--- src/rtl/sgdmf_pkg.sv ---
// shared constants, state encoding and saturation helpers for the
// matrix factorization engine; no dependencies
`default_nettype none
package sgdmf_pkg;

	localparam int NUM_USERS  = 1024;
	localparam int NUM_MOVIES = 4096;
	localparam int MAX_RANK   = 16;
	localparam int USER_W     = 10;
	localparam int MOVIE_W    = 12;
	localparam int RANK_W     = 4;
	localparam int USER_AW    = USER_W + RANK_W;
	localparam int MOVIE_AW   = MOVIE_W + RANK_W;
	localparam int MUL_W      = 33;
	localparam int PROD_W     = 2 * MUL_W;

	localparam logic [1:0] REQ_LOAD    = 2'd0;
	localparam logic [1:0] REQ_TRAIN   = 2'd1;
	localparam logic [1:0] REQ_EVAL    = 2'd2;
	localparam logic [1:0] REQ_PREDICT = 2'd3;

	localparam logic [1:0] CFG_RANK = 2'd0;
	localparam logic [1:0] CFG_ETA  = 2'd1;
	localparam logic [1:0] CFG_LAM  = 2'd2;

	typedef enum logic [11:0] {
		ST_IDLE = 12'b000000000001,
		ST_DRD  = 12'b000000000010,
		ST_DMUL = 12'b000000000100,
		ST_DACC = 12'b000000001000,
		ST_RES  = 12'b000000010000,
		ST_URD  = 12'b000000100000,
		ST_UM1  = 12'b000001000000,
		ST_UM2  = 12'b000010000000,
		ST_UM3  = 12'b000100000000,
		ST_UM4  = 12'b001000000000,
		ST_UM5  = 12'b010000000000,
		ST_UM6  = 12'b100000000000
	} state_t;

	function automatic logic signed [31:0] sat32(input logic signed [55:0] v);
		logic signed [31:0] r;
		if (v > 56'sd2147483647) r = 32'sh7fffffff;
		else if (v < -56'sd2147483648) r = 32'sh80000000;
		else r = v[31:0];
		return r;
	endfunction

	function automatic logic [30:0] sat_mag(input logic signed [55:0] v);
		logic signed [55:0] m;
		logic [30:0] r;
		m = (v < 0) ? -v : v;
		if (m > 56'sd2147483647) r = 31'h7fffffff;
		else r = m[30:0];
		return r;
	endfunction

endpackage
`default_nettype wire

--- src/rtl/sgdmf_mul.sv ---
// shared signed multiplier with registered product
// uses sgdmf_pkg for operand widths
`default_nettype none
module sgdmf_mul import sgdmf_pkg::*; (
	input  wire logic                     clk,
	input  wire logic signed [MUL_W-1:0]  a,
	input  wire logic signed [MUL_W-1:0]  b,
	output logic      signed [PROD_W-1:0] prod
);
	always_ff @(posedge clk) begin
		prod <= a * b;
	end
endmodule
`default_nettype wire

--- config.mk ---
export PLATFORM = sky130hd
export DESIGN_NAME = sgdmf_mul
export DESIGN_NICKNAME = d
export VERILOG_FILES = /design/src/rtl/sgdmf_pkg.sv /design/src/rtl/sgdmf_mul.sv
export SDC_FILE = /design/constraint.sdc
export NUM_CORES = 2
export LEC_CHECK = 0
export BUFFER_PORTS_ARGS = -buffer_cell sky130_fd_sc_hd__buf_2
export CAP_MARGIN = 0
export CORE_AREA = 2 2 355 392
export CTS_CLUSTER_DIAMETER = 150
export DETAILED_ROUTE_END_ITERATION = 10
export DIE_AREA = 0 0 357 394
export GPL_ROUTABILITY_DRIVEN = 0
export PLACE_DENSITY = 0.52
export SLEW_MARGIN = 20
export SYNTH_ARGS = -nofsm -noshare
export SYNTH_HDL_FRONTEND = slang
export SYNTH_SLANG_ARGS = --single-unit
--- constraint.sdc ---
create_clock -name clk -period 6.89 [get_ports clk]
set_input_delay 0.3445 -clock clk [delete_from_list [all_inputs] [get_ports clk]]
set_output_delay 0.3445 -clock clk [all_outputs]
set_load 0.01 [all_outputs]
; After elaboration in Yosys (flattened, before gate mapping)
; Index checks and enable logic that the tools add are counted.
[classes]
n_mul = 1
[op_table]
columns = operator, n
row1 = $mul A33 B33 Y66, 1
[word_totals]
register_bits = 66
in_bits = 67
output_inout_bits = 66
wordCells = 2

; Longest topological paths before layout
[logic_depth]
ltp_word = 1
depth_mapped = 27
mapped_depth_nobuf = 26

; Worst setup path before layout
; Ideal clock, no wire load.
[synth_path]
kind = input-to-reg
from = input port a[32]
to = register prod[62]
arrival_ns = 7.502
t_required_ns = 6.811
setup_slack_ns = -0.691
cell_stages = 23
n_path_buf = 2
path_cell_list = clkbuf_1 nand2_1 inv_1 fa_1 fa_1 fa_1 fa_1 fa_1 fa_1 fa_1 inv_1 fa_1 inv_1 ha_1 clkbuf_1 and3_1 nand3_1 nand2b_1 a2111oi_4 a211oi_4 a21o_2 a21o_1 a211oi_2
[synth_between]
elab_chain_len = 1
[synth_lines]
columns = element, line_no
row1 = start: declaration, sgdmf_mul.sv:6  ; input wire logic signed [MUL_W-1:0] a,
row2 = $mul A33 B33 Y66, sgdmf_mul.sv:11  ; prod <= a * b;
row3 = end signal: assignment, sgdmf_mul.sv:11
row4 = end: declaration, sgdmf_mul.sv:8  ; output logic signed [PROD_W-1:0] prod
; No other way between the ends.

; Worst setup path after layout
[layout_path]
from = input port a[6]
to = register prod[62]
; Same word-level chain as after synthesis.

==> impl_results.md <==
- Final setup viols: 1
- Max-slew violation count: 0
- Crit path DAT: 7.23 ns
- Commonest non-fill, non-tap cell in the layout: inv_1
- Synthesized net count: 5767
- Max reg flops: 66
- Share of layout cells above drive strength 1: 0.1874
- Total GRT Usage: 0.1722
- Met3 Usage GRT: 0.01597
- Max Cap Viol: 0
- Top area cells in the synthesized netlist: fa_1, inv_1, and2_1, ha_1, nand2_1
- Grt total ovfl: 0
- WS Path Type: input pin to flip-flop
- Crit path max-delay family: adder cells
- Top-area cell type share of the netlist area: 0.5627
- Antenna-violating nets left: 0
- Clock Path Buffers: 2
- Initial DRC Count: 1184
- Register name with the most flops: prod
- Via Count: 29180
- Post-synthesis area per instance: 9.390 um^2
- Crit-path max cell delay: 0.61 ns
- IO Port Bufs: 132
- Synthesized area: 0.04073 mm^2
- GR peak layer: met2
- Synth area leader: fa_1
- Vias in the first global route: 32470
- Die Span X: 357 um
- Global routing usage on met1: 0.1992
- Yosys reg bits: 66
- Post-DR vias/cell: 4.443
- RSZ-0062 raised after global routing: true
- Final period util: 1.002
- Crit path max fanout: 10
- Warnings from Yosys: 0
- Crit. End Element: flip-flop
- Seq/Total Area, Yosys: 0.03244
- Drt first pass iters: 5
- First-pass GRT wire length: 185.5 mm
- Dpl cells: 6506
- Final Hold Viols: 0
- Worst Path Buf+Inv: 9
- Root buf cell: clkbuf_16
- CP startpoint kind: input pin
- TritonCTS clock tree: done
- Share of flip-flops with an asynchronous set or reset: 0
- Top Registers: prod: 66 flops
- Gate Count Post-Synth: 4338
- Top-Level Pins: 133
- Placement Cell Area: 0.04661 mm^2
- Reg area: 0.001321 mm^2
- Die Footprint: 0.1407 mm^2
- Area growth, synth to finish: 19.66%
- WP data required: 7.21 ns
- EDFF count, synth: 0
- Clk sinks: 66
- DRC Markers: 0
- Commonest cells after routing, fill and taps aside: inv_1, fa_1, nand2_1
- Hpwl dp: 104.2 mm
- Worst Setup Slack, final: -0.01636 ns
- Fin cells: 6567
- H-tree levels: 3
- Initial antenna violation count: 6
- FMAX: 144.8 MHz
- Worst-path clk slew: 0.08 ns
- Fin nets: 6178
- Post-route design area: 0.04874 mm^2
- Fill cells: 14110
- Relative slew slack: 0.6592
- Worst path slowest cell: fa_2
- Largest net degree at the start of global routing: 22
- Outcome: complete, but fails checks
- Post-Route WL: 116.1 mm
- Core ar.: 0.1371 mm^2
- Hold Crit Class: input pin to flip-flop
- Count of different cell masters after synthesis: 80
- Rows: 143
- Worst Tran Pin Value: 0.5112 ns
- GR met2 Demand/Resource: 0.3311
- Violated checks: negative setup slack
- Area of the multi-input gates: 0.03540 mm^2
- Ys flop type: dfxtp_1
- Die H: 394 um
- Inserted Clock Buffers: 9
- Wire per inst: 17.68 um
- Final min period: 6.906 ns
- Starting Density: 0.2972
## final cells by class
cell class,count,area share
clock inverters,7,0.001104
clock buffers,9,0.004620
inverters,1131,0.08735
flip-flops and latches,66,0.02711
repair buffers,621,0.1071
diodes,1,0.00005134
well taps,1812,0.04651
multi-input cells,2920,0.7262
## cells by family after synthesis
| group | share of synthesized area |
|---|---|
| AO/OA/AOI/OAI | 0.04067 |
| AND/OR/NAND/NOR | 0.1578 |
| flip-flops | 0.03244 |
| buffers and inverters | 0.1251 |
| XOR/XNOR | 0.01462 |
| adder cells (fa/ha/maj) | 0.6294 |
## layer usage
| metal | routed length (um) | vias to the layer above | part of all wire |
|---|---|---|---|
| met1 | 42900 | 15440 | 0.37 |
| met4 | 3849 | 2 | 0.033 |
| met3 | 3387 | 132 | 0.029 |
| li1 | - | 13140 | - |
| met2 | 65970 | 469 | 0.57 |
| met5 | 12 | - | 0.00010 |
## metrics by stage
stage	hold WS, ns	TNS [ns]	worst slack [ns]	utilization
after global placement	0.7406	-23.24	-0.8378	0.3401
after global routing	0.4192	-1.933	-0.2270	0.3556
final	0.4294	-0.01636	-0.01636	0.3556
after detailed placement	0.7430	-23.32	-0.8240	0.3401
after floorplan	0.4718	-0.006055	-0.005429	-
after CTS	0.4590	-0.07069	-0.03911	0.3478
## worst paths after layout
path                  from  endpoint  depth (start not counted)
worst min-delay path  b[0]   prod[0]                          3
worst max-delay path  a[6]  prod[62]                         27
## what timing repair did
item / in CTS / in global routing
endpoints found under the setup margin: 32 / 35
pin swaps: 88 / 123
hold buffers: 0 / 0
buffers inserted: 17 / 36
endpoints found under the hold margin: 0 / 0
gates resized for setup: 169 / 215
## tightest hold or removal path, cell delays in order
cell and delay [ns]:
buf_8 0.14, buf_8 0.17, and2_1 0.14
## cell usage after synthesis, types with 3 or more instances
cell and count:
a21o_1 36, a211o_1 6, a31oi_1 8, and4_1 5
dfxtp_1 66, a211oi_2 3, xnor2_1 43, nand2_1 551
nor2_1 68, nor2b_1 5, o21ai_1 6, o211ai_1 4
o21bai_1 11, a211oi_1 7, nand4_1 11, clkbuf_1 208
nand3_1 25, fa_1 1145, nand2b_1 12, and2_1 562
nor3_1 7, o21ai_0 25, ha_1 217, a21oi_2 3
inv_1 1131, or2_2 3, and3_1 5, xor2_1 25
or3_1 3, o31ai_4 3, a21oi_1 57, buf_2 11
o21a_1 6
Power is not shown: default switching activity piles up to over one toggle a cycle in this logic, so the estimate is an artifact.
